<file path="config.mk">
export PLATFORM = sky130hd
export DESIGN_NAME = afe_offset_calibration_sequencer_flat
export DESIGN_NICKNAME = d
export VERILOG_FILES = /design/src/design/aocs_pkg.sv /design/src/design/aocs_req_if.sv /design/src/design/aocs_res_if.sv /design/src/design/aocs_cfg_if.sv /design/src/design/afe_offset_calibration_sequencer.sv /design/src/flat_wrapper.sv
export SDC_FILE = /design/constraint.sdc
export NUM_CORES = 1
export LEC_CHECK = 0
export BUFFER_PORTS_ARGS = -buffer_cell sky130_fd_sc_hd__buf_2
export CAP_MARGIN = 20
export CORE_AREA = 2 2 100 102
export CTS_BUF_LIST = sky130_fd_sc_hd__clkbuf_2 sky130_fd_sc_hd__clkbuf_4 sky130_fd_sc_hd__clkbuf_8
export CTS_CLUSTER_SIZE = 25
export DETAILED_ROUTE_END_ITERATION = 7
export DIE_AREA = 0 0 102 104
export MAX_ROUTING_LAYER = met4
export PLACE_DENSITY = 0.65
export SYNTH_ARGS = -nofsm -noshare
export SYNTH_HDL_FRONTEND = slang
export SYNTH_SLANG_ARGS = --single-unit
</file>
<file path="constraint.sdc">
create_clock -name clk -period 5.7 [get_ports clk]
set_clock_uncertainty 0.15 [all_clocks]
set_input_delay 1.425 -clock clk [delete_from_list [all_inputs] [get_ports clk]]
set_output_delay 1.425 -clock clk [all_outputs]
set_load 0.01 [all_outputs]
</file>
<file path="src/design/aocs_pkg.sv">
// aocs_pkg: field widths, calibration constants, result type and the offset step
// function of the offset calibration sequencer.
// No dependencies; used by the channel interfaces and the top level.
`default_nettype none
package aocs_pkg;

    localparam int SAMPLE_W = 16;
    localparam int ZONE_W   = 4;
    localparam int OFFSET_W = 6;
    localparam int ADDR_W   = 10;
    localparam int WORD_W   = 16;

    localparam logic [SAMPLE_W-1:0] MID_LEVEL = 16'h7FFF;
    localparam logic [SAMPLE_W-1:0] THRESH_HI = 16'hE000;
    localparam logic [SAMPLE_W-1:0] THRESH_MD = 16'hC000;
    localparam logic [SAMPLE_W-1:0] THRESH_LO = 16'h9000;
    localparam logic [OFFSET_W-1:0] OFFSET_MAX = 6'd63;
    localparam logic [ADDR_W-1:0]   ADDR_BASE  = 10'h082;

    // request codes
    localparam logic REQ_START  = 1'b0;
    localparam logic REQ_SAMPLE = 1'b1;

    // configuration register indexes
    localparam logic REG_DIFF_MODE  = 1'b0;
    localparam logic REG_ZONE_COUNT = 1'b1;

    typedef struct packed {
        logic                write_valid;
        logic [ADDR_W-1:0]   reg_address;
        logic [WORD_W-1:0]   write_word;
        logic [ZONE_W-1:0]   zone_index;
        logic                zone_done;
        logic [OFFSET_W-1:0] pos_offset_out;
        logic [OFFSET_W-1:0] neg_offset_out;
        logic                all_done;
    } res_t;

    // Grow an offset by a step picked from the sample level, saturate at the maximum.
    function automatic logic [OFFSET_W-1:0] offset_step(input logic [OFFSET_W-1:0] off,
                                                        input logic [SAMPLE_W-1:0] s);
        logic [OFFSET_W-1:0] inc;
        logic [OFFSET_W:0]   sum;
        if (s > THRESH_HI)
            inc = 6'd16;
        else if (s > THRESH_MD)
            inc = 6'd8;
        else if (s > THRESH_LO)
            inc = 6'd4;
        else
            inc = 6'd1;
        sum = {1'b0, off} + {1'b0, inc};
        if (sum > {1'b0, OFFSET_MAX})
            return OFFSET_MAX;
        return sum[OFFSET_W-1:0];
    endfunction

endpackage
`default_nettype wire

</file>
<file path="src/design/aocs_req_if.sv">
// aocs_req_if: request channel (start or sample) of the calibration sequencer.
// Depends on aocs_pkg for field widths.
`default_nettype none
interface aocs_req_if;
    import aocs_pkg::*;

    logic                valid;
    logic                ready;
    logic                req_type;
    logic [SAMPLE_W-1:0] sample;

    modport source (output valid, output req_type, output sample, input ready);
    modport sink   (input valid, input req_type, input sample, output ready);
endinterface
`default_nettype wire

</file>
<file path="src/design/aocs_res_if.sv">
// aocs_res_if: result channel carrying one offset write / status per request.
// Depends on aocs_pkg for field widths.
`default_nettype none
interface aocs_res_if;
    import aocs_pkg::*;

    logic                valid;
    logic                ready;
    logic                write_valid;
    logic [ADDR_W-1:0]   reg_address;
    logic [WORD_W-1:0]   write_word;
    logic [ZONE_W-1:0]   zone_index;
    logic                zone_done;
    logic [OFFSET_W-1:0] pos_offset_out;
    logic [OFFSET_W-1:0] neg_offset_out;
    logic                all_done;

    modport source (output valid, output write_valid, output reg_address, output write_word,
                    output zone_index, output zone_done, output pos_offset_out,
                    output neg_offset_out, output all_done, input ready);
    modport sink   (input valid, input write_valid, input reg_address, input write_word,
                    input zone_index, input zone_done, input pos_offset_out,
                    input neg_offset_out, input all_done, output ready);
endinterface
`default_nettype wire

</file>
<file path="src/design/aocs_cfg_if.sv">
// aocs_cfg_if: configuration write channel (register index and write data).
// Depends on aocs_pkg for the data width.
`default_nettype none
interface aocs_cfg_if;
    import aocs_pkg::*;

    logic              valid;
    logic              ready;
    logic              reg_index;
    logic [ZONE_W-1:0] wdata;

    modport source (output valid, output reg_index, output wdata, input ready);
    modport sink   (input valid, input reg_index, input wdata, output ready);
endinterface
`default_nettype wire

</file>
<file path="src/design/afe_offset_calibration_sequencer.sv">
// Top level of the front-end offset calibration sequencer: zone phase control,
// offset stepping and a registered result stage. Depends on aocs_pkg and the aocs_*_if interfaces.
//
//   channel  dir  payload                                         handshake
//   req      in   req_type, sample                                valid/ready
//   res      out  write_valid, reg_address, write_word, zone_index,
//                 zone_done, pos_offset_out, neg_offset_out,
//                 all_done                                        valid/ready
//   cfg      in   reg_index, wdata                                valid/ready (ready always high)
//
// One request per cycle while req.ready is high: the state update and the result are computed
// in the cycle the transaction is accepted; the result is in the output register the next cycle.
// req.ready is high while the output register is empty or being drained, so a stall on
// res holds the request side only while a result is waiting. Reset clears the phase,
// zone, offsets and the result valid, and loads differential mode 1 and zone count 12.
`default_nettype none
module afe_offset_calibration_sequencer #(
    parameter int MAX_ZONES = 12
) (
    input  wire logic clk,
    input  wire logic rst_n,
    aocs_req_if.sink   req,
    aocs_res_if.source res,
    aocs_cfg_if.sink   cfg
);
    import aocs_pkg::*;

    localparam logic [1:0] PH_IDLE = 2'd0;
    localparam logic [1:0] PH_POS  = 2'd1;
    localparam logic [1:0] PH_NEG  = 2'd2;
    localparam logic [1:0] PH_DONE = 2'd3;

    localparam logic [ZONE_W:0] ZoneLimit = (ZONE_W+1)'(MAX_ZONES);

    logic [1:0]          phase_reg, phase_next;
    logic [ZONE_W-1:0]   zone_reg, zone_next;
    logic [OFFSET_W-1:0] pos_reg, pos_next;
    logic [OFFSET_W-1:0] neg_reg, neg_next;
    logic                diff_mode_reg;
    logic [ZONE_W-1:0]   zone_count_reg;
    logic                res_valid_reg;
    res_t                res_reg, res_next;

    logic                accept;
    logic [ZONE_W:0]     zones_in_run;
    logic                last_zone;
    logic                wv;
    logic                done;
    logic [WORD_W-1:0]   word;
    logic [1:0]          ph;
    logic [OFFSET_W-1:0] pos_w, neg_w;

    assign req.ready = !res_valid_reg || res.ready;
    assign accept    = req.valid && req.ready;
    assign cfg.ready = 1'b1;

    // Clamp the zone count: zero counts as one, large values as the parameter.
    always_comb
    begin
        zones_in_run = {1'b0, zone_count_reg};
        if (zones_in_run == '0)
            zones_in_run = {{ZONE_W{1'b0}}, 1'b1};
        if (zones_in_run > ZoneLimit)
            zones_in_run = ZoneLimit;
    end

    assign last_zone = ({1'b0, zone_reg} + {{ZONE_W{1'b0}}, 1'b1}) >= zones_in_run;

    always_comb
    begin
        wv    = 1'b0;
        done  = 1'b0;
        word  = '0;
        ph    = phase_reg;
        pos_w = pos_reg;
        neg_w = neg_reg;
        zone_next = zone_reg;

        if (req.req_type == REQ_START)
        begin
            zone_next = '0;
            pos_w     = '0;
            neg_w     = '0;
            ph        = PH_POS;
        end
        else
        begin
            case (phase_reg)
                PH_POS:
                begin
                    if (req.sample > MID_LEVEL && pos_reg < OFFSET_MAX)
                    begin
                        pos_w = offset_step(pos_reg, req.sample);
                        wv    = 1'b1;
                        word  = {2'b00, pos_w, 8'h00};
                        done  = (pos_w == OFFSET_MAX);
                    end
                    else if (diff_mode_reg && pos_reg == '0)
                    begin
                        ph = PH_NEG;
                        if (req.sample < MID_LEVEL && neg_reg < OFFSET_MAX)
                        begin
                            neg_w = offset_step(neg_reg, req.sample);
                            wv    = 1'b1;
                            word  = {{(WORD_W-OFFSET_W){1'b0}}, neg_w};
                            done  = (neg_w == OFFSET_MAX);
                        end
                        else
                            done = 1'b1;
                    end
                    else
                        done = 1'b1;
                end
                PH_NEG:
                begin
                    if (req.sample < MID_LEVEL && neg_reg < OFFSET_MAX)
                    begin
                        neg_w = offset_step(neg_reg, req.sample);
                        wv    = 1'b1;
                        word  = {{(WORD_W-OFFSET_W){1'b0}}, neg_w};
                        done  = (neg_w == OFFSET_MAX);
                    end
                    else
                        done = 1'b1;
                end
                default:
                begin
                    // idle or finished: ignore the sample
                end
            endcase
        end

        res_next.write_valid    = wv;
        res_next.reg_address    = ADDR_BASE + {{(ADDR_W-ZONE_W-3){1'b0}}, zone_next, 3'b000};
        res_next.write_word     = word;
        res_next.zone_index     = zone_next;
        res_next.zone_done      = done;
        res_next.pos_offset_out = pos_w;
        res_next.neg_offset_out = neg_w;

        phase_next = ph;
        pos_next   = pos_w;
        neg_next   = neg_w;
        if (done)
        begin
            if (last_zone)
                phase_next = PH_DONE;
            else
            begin
                zone_next  = zone_reg + {{(ZONE_W-1){1'b0}}, 1'b1};
                pos_next   = '0;
                neg_next   = '0;
                phase_next = PH_POS;
            end
        end
        res_next.all_done = (phase_next == PH_DONE);
    end

    always_ff @(posedge clk or negedge rst_n)
    begin
        if (!rst_n)
        begin
            phase_reg      <= PH_IDLE;
            zone_reg       <= '0;
            pos_reg        <= '0;
            neg_reg        <= '0;
            diff_mode_reg  <= 1'b1;
            zone_count_reg <= 4'd12;
            res_valid_reg  <= 1'b0;
        end
        else
        begin
            if (accept)
            begin
                phase_reg <= phase_next;
                zone_reg  <= zone_next;
                pos_reg   <= pos_next;
                neg_reg   <= neg_next;
                res_valid_reg <= 1'b1;
            end
            else if (res.ready)
                res_valid_reg <= 1'b0;

            if (cfg.valid)
            begin
                case (cfg.reg_index)
                    REG_DIFF_MODE:  diff_mode_reg  <= cfg.wdata[0];
                    REG_ZONE_COUNT: zone_count_reg <= cfg.wdata;
                    default:        zone_count_reg <= zone_count_reg;
                endcase
            end
        end
    end

    // Result payload: load on every accepted transaction, hold otherwise.
    always_ff @(posedge clk)
    begin
        if (accept)
            res_reg <= res_next;
    end

    assign res.valid          = res_valid_reg;
    assign res.write_valid    = res_reg.write_valid;
    assign res.reg_address    = res_reg.reg_address;
    assign res.write_word     = res_reg.write_word;
    assign res.zone_index     = res_reg.zone_index;
    assign res.zone_done      = res_reg.zone_done;
    assign res.pos_offset_out = res_reg.pos_offset_out;
    assign res.neg_offset_out = res_reg.neg_offset_out;
    assign res.all_done       = res_reg.all_done;

endmodule
`default_nettype wire

</file>
<file path="src/flat_wrapper.sv">
// flat-port wrapper written by rule: the top's interface ports become plain ports
module afe_offset_calibration_sequencer_flat import aocs_pkg::*;
#(
    parameter int MAX_ZONES = 12
)
  (clk, rst_n, req_valid, req_req_type, req_sample, req_ready, res_valid, res_write_valid, res_reg_address, res_write_word, res_zone_index, res_zone_done, res_pos_offset_out, res_neg_offset_out, res_all_done, res_ready, cfg_valid, cfg_reg_index, cfg_wdata, cfg_ready);
  aocs_req_if req_i ();
  aocs_res_if res_i ();
  aocs_cfg_if cfg_i ();
  input  wire logic clk;
  input  wire logic rst_n;
  input wire logic [$bits(req_i.valid)-1:0] req_valid;
  input wire logic [$bits(req_i.req_type)-1:0] req_req_type;
  input wire logic [$bits(req_i.sample)-1:0] req_sample;
  output wire logic [$bits(req_i.ready)-1:0] req_ready;
  output wire logic [$bits(res_i.valid)-1:0] res_valid;
  output wire logic [$bits(res_i.write_valid)-1:0] res_write_valid;
  output wire logic [$bits(res_i.reg_address)-1:0] res_reg_address;
  output wire logic [$bits(res_i.write_word)-1:0] res_write_word;
  output wire logic [$bits(res_i.zone_index)-1:0] res_zone_index;
  output wire logic [$bits(res_i.zone_done)-1:0] res_zone_done;
  output wire logic [$bits(res_i.pos_offset_out)-1:0] res_pos_offset_out;
  output wire logic [$bits(res_i.neg_offset_out)-1:0] res_neg_offset_out;
  output wire logic [$bits(res_i.all_done)-1:0] res_all_done;
  input wire logic [$bits(res_i.ready)-1:0] res_ready;
  input wire logic [$bits(cfg_i.valid)-1:0] cfg_valid;
  input wire logic [$bits(cfg_i.reg_index)-1:0] cfg_reg_index;
  input wire logic [$bits(cfg_i.wdata)-1:0] cfg_wdata;
  output wire logic [$bits(cfg_i.ready)-1:0] cfg_ready;
  assign req_i.valid = req_valid;
  assign req_i.req_type = req_req_type;
  assign req_i.sample = req_sample;
  assign req_ready = req_i.ready;
  assign res_valid = res_i.valid;
  assign res_write_valid = res_i.write_valid;
  assign res_reg_address = res_i.reg_address;
  assign res_write_word = res_i.write_word;
  assign res_zone_index = res_i.zone_index;
  assign res_zone_done = res_i.zone_done;
  assign res_pos_offset_out = res_i.pos_offset_out;
  assign res_neg_offset_out = res_i.neg_offset_out;
  assign res_all_done = res_i.all_done;
  assign res_i.ready = res_ready;
  assign cfg_i.valid = cfg_valid;
  assign cfg_i.reg_index = cfg_reg_index;
  assign cfg_i.wdata = cfg_wdata;
  assign cfg_ready = cfg_i.ready;
  afe_offset_calibration_sequencer #(.MAX_ZONES(MAX_ZONES)) u_core (.clk(clk), .rst_n(rst_n), .req(req_i), .res(res_i), .cfg(cfg_i));
endmodule
</file>
==> qor.log <==
qor: outcome.outcome finished clean
qor: floorplanning.io_pins 75
qor: setup_path.crit_path_max_incr_delay 570 ps
qor: clock_network.cts_tree yes
qor: global_routing.first_global_vias 3066
qor: place.finalWeightedCongestion 0.915
qor: global_routing.met2_usage 29.1%
qor: floorplanning.fp.coreArea 9550 µm²
qor: synth.post-synth-top-area-cell sky130_fd_sc_hd__edfxtp_1
qor: clock_network.cts_hold_buffers 0
qor: layout.layout.filler_cells 956
qor: sta.final_report_max_slew_violation_count 0
qor: floorplanning.die_area 10600 µm²
qor: routing.postRouteAntennaNets 0
qor: worst_hold_path.whs_path_depth 1
qor: setup_path.worst-path-buf-inv 1
qor: layout.regArea 1540 µm²
qor: sta.hold_violations 0
qor: routing.drt_pass1_iterations 4
qor: worst_hold_path.holdPathEnd u_core.zone_count_reg[0]
qor: clock_network.clk_transition_reported_paths 110 ps
qor: layout.postLayoutCellArea 4180 µm²
qor: layout.multiInputGateArea 1960 µm²
qor: floorplanning.initial_cell_density_of_the_core 39.3%
qor: worst_hold_path.worst_hold_path_type reg -> reg
qor: layout.syn_to_final_growth 11.6%
qor: floorplanning.die_h 104 µm
qor: clock_network.numCtsBuffers 5
qor: setup_path.r2r_cell_count 8
qor: global_routing.pin_count_of_the_biggest_net_entering_global_routing 26
qor: clock_network.clk_root_buffer_cell sky130_fd_sc_hd__clkbuf_8
qor: synth.synth.lib_cells_used.distinct 63
qor: synth.synth_top_cells_by_area sky130_fd_sc_hd__edfxtp_1 (25%), sky130_fd_sc_hd__dfrtp_1 (14%), sky130_fd_sc_hd__ha_1 (5.0%)
qor: pwr.power_density 289 nW/µm²
qor: synth.ys_async_rst_share 43.6%
qor: sta.rsz0062_at_grt no
qor: setup_path.rr_startpoint u_core.pos_reg[5]
qor: global_routing.groute.layer.met1.usage 23.2%
qor: sta.max-slew-margin-rel 36.9%
qor: sta.setup-tns-final 0 ps
qor: job.maxCapViolations 0
qor: setup_path.crit_required 5800 ps
qor: clock_network.clk-insertion-delay-late 320 ps
qor: synth.post_syn_area 3750 µm²
qor: setup_path.end_kind flop
qor: place.port-buffer-count 63
qor: routing.routed_wire_length_per_instance 15.4 µm
qor: setup_path.crit_path_start_kind input port
qor: synth.synth-edff-count 31
qor: pwr.maximum_vdd_ir_drop 0.178 mV
qor: setup_path.worst_ep_arrival_time 5100 ps
qor: routing.route.detailed.vias_per_inst 5.53
qor: synth.syn-mean-instance-area 9.14 µm²
qor: layout.layout.core_utilization 43.8%
qor: synth.syn-instance-count 410
qor: routing.postRouteWirelength 9.10 mm
qor: place.number_of_placed_instances_taps_included 584
qor: worst_hold_path.timing.hold.worst.start u_core.zone_count_reg[0]
qor: layout.layout-drive-gt1-share 20.3%
qor: clock_network.post_cts_buffers 0
qor: sta.period_share 87.8%
qor: setup_path.crit_chain buf_2 -> nor4_4 -> nand3_1 -> a21oi_1 -> nor2_1 -> a31oi_1 -> nor2_1 -> ha_1 -> a21oi_1 -> o221ai_1 -> o221a_1 -> a31oi_1 -> o31ai_1 -> o21ai_1 -> a21oi_1 -> o2bb2ai_1
qor: synth.sequential_area_share_after_synthesis 41.0%
qor: global_routing.grt_most_used_layer met2
qor: sta.fin_hold_ws 381 ps
qor: layout.fin_cells 592
qor: place.dp_hpwl 6.80 mm
qor: routing.drtIter0Drc 237
qor: setup_path.timing.reg2reg.setup_slack 1800 ps
qor: routing.detailed_route_via_count 3273
qor: synth.ys.warnings.count 0
qor: floorplanning.floorplan.rows 36
qor: setup_path.r2r-end u_core.zone_reg[3]
qor: setup_path.crit_top_cell sky130_fd_sc_hd__a21oi_1
qor: place.post_dp_cell_area 4090 µm²
qor: global_routing.grt_usage 17.9%
qor: sta.setup-violations-final 0
qor: sta.timing.final.ws_setup 693 ps
qor: sta.maxClockFrequency 200 MHz
qor: routing.detail_route.drc_violations 0
qor: clock_network.tritoncts_num_sinks 55
qor: layout.final_net_count 500
qor: layout.antenna_cells_inserted 0
qor: synth.most_frequent_cells_after_synthesis sky130_fd_sc_hd__nand2_1 (50), sky130_fd_sc_hd__nor2_1 (45), sky130_fd_sc_hd__edfxtp_1 (31), sky130_fd_sc_hd__dfrtp_1 (21), sky130_fd_sc_hd__inv_1 (21)
qor: floorplanning.chipWidth 102 µm
qor: global_routing.grt_pass1_wl 14.9 mm
qor: sta.timing_worst_slew_pin_value 938 ps
qor: synth.synth_ff_type sky130_fd_sc_hd__edfxtp_1
qor: global_routing.global_route.overflow_total 0
qor: layout.number_of_flip_flops_in_the_largest_register 12
qor: place.pre_cts_slack 427 ps
qor: global_routing.use_met3 2.55%
qor: global_routing.antenna_violations_before_repair 0
qor: sta.fin_crit 5010 ps
qor: clock_network.cts-resized-gates 0
qor: synth.synth-seq-cells 55
qor: pwr.pleak 1.77 nW
qor: synth.synthMostInstantiatedCell sky130_fd_sc_hd__nand2_1
qor: clock_network.cts_max_path_buffers 2
qor: setup_path.critPathSlowestCell sky130_fd_sc_hd__o21ai_1
qor: synth.post-synth-top-area-fraction 24.8%
qor: setup_path.category_of_the_critical_setup_timing_path in -> reg
qor: pwr.total_power 1.21 mW
qor: clock_network.cts_max_level 2
qor: setup_path.cell_type_group_with_the_largest_total_delay_on_the_critical_path compound AO/OA/AOI/OAI gates
qor: setup_path.crit_path_max_fanout 8
-- logic make-up after synthesis --
kind of cell,Yosys count,share of synthesized area (%)
compound gates,104,19.7
xor+xnor,12,2.80
fa+ha+maj,17,5.54
buf+inv,56,7.54
flops,55,41.0
mux,8,2.44
other cells,2,0.200
simple gates,156,20.9
-- cell usage in the layout (no fill, tap or decap), types with 5 or more instances in the layout --
cell                       count
sky130_fd_sc_hd__a22o_1        6
sky130_fd_sc_hd__inv_1        21
sky130_fd_sc_hd__xor2_1        5
sky130_fd_sc_hd__clkbuf_8      5
sky130_fd_sc_hd__mux2_2        5
sky130_fd_sc_hd__o31ai_1       6
sky130_fd_sc_hd__buf_2        63
sky130_fd_sc_hd__dfrtp_1      21
sky130_fd_sc_hd__o21ai_0      10
sky130_fd_sc_hd__a211oi_1      5
sky130_fd_sc_hd__o21ai_1       9
sky130_fd_sc_hd__edfxtp_1     31
sky130_fd_sc_hd__nand4_1      10
sky130_fd_sc_hd__and2_1        9
sky130_fd_sc_hd__a31oi_1      10
sky130_fd_sc_hd__ha_1         15
sky130_fd_sc_hd__nor2b_1       5
sky130_fd_sc_hd__nand2b_1      5
sky130_fd_sc_hd__a21oi_1      20
sky130_fd_sc_hd__xnor2_1       7
sky130_fd_sc_hd__nor2_1       45
sky130_fd_sc_hd__conb_1       11
sky130_fd_sc_hd__a21o_1        6
sky130_fd_sc_hd__nand2_1      50
sky130_fd_sc_hd__a31o_1        5
sky130_fd_sc_hd__nand3_1      11
-- report_power, final --
| group | leakage, nW | total (mW) | switching (mW) | internal (mW) |
|---|---|---|---|---|
| Combinational | 1.10 | 0.444 | 0.284 | 0.160 |
| Clock | 0.0467 | 0.229 | 0.137 | 0.0914 |
| Sequential | 0.614 | 0.536 | 0.0532 | 0.483 |
| Total | 1.77 | 1.21 | 0.475 | 0.734 |
-- layout make-up --
| type | count | area share, % |
|---|---|---|
| Clock buffer | 5 | 1.65 |
| Clock inverter | 3 | 0.658 |
| Inverter | 22 | 1.97 |
| Multi-Input combinational cell | 308 | 47.0 |
| Sequential cell | 55 | 36.7 |
| Tap cell | 133 | 3.98 |
| Timing Repair Buffer | 66 | 8.08 |
-- worst max-delay path by stage --
stage	start	endpoint	slack, ps	cells past startpoint
finish	req_sample[4]	u_core.zone_reg[3]	690	16
CTS	req_sample[4]	u_core.zone_reg[3]	760	16
global placement	req_sample[4]	u_core.zone_reg[1]	530	16
floorplan	req_sample[4]	u_core.neg_reg[5]	1060	14
detailed placement	req_sample[4]	u_core.zone_reg[3]	430	16
global route	req_sample[4]	u_core.zone_reg[0]	380	18
-- worst reg2reg max path: stages (launching register included) --
cell and delay (ps):
sky130_fd_sc_hd__dfrtp_1 550, sky130_fd_sc_hd__or4b_1 570, sky130_fd_sc_hd__nor4_1 730, sky130_fd_sc_hd__nand2_1 390, sky130_fd_sc_hd__a31oi_1 250, sky130_fd_sc_hd__o31ai_1 150, sky130_fd_sc_hd__o21ai_1 570, sky130_fd_sc_hd__a21oi_1 260
sky130_fd_sc_hd__o2bb2ai_1 200
-- layer usage --
metal / up-vias / wire length, µm
met4: 0 / 142
li1: 1570 / -
met5: - / 0
met3: 10 / 398
met1: 1579 / 4090
met2: 114 / 4470
(Power assumes the default switching activity.)
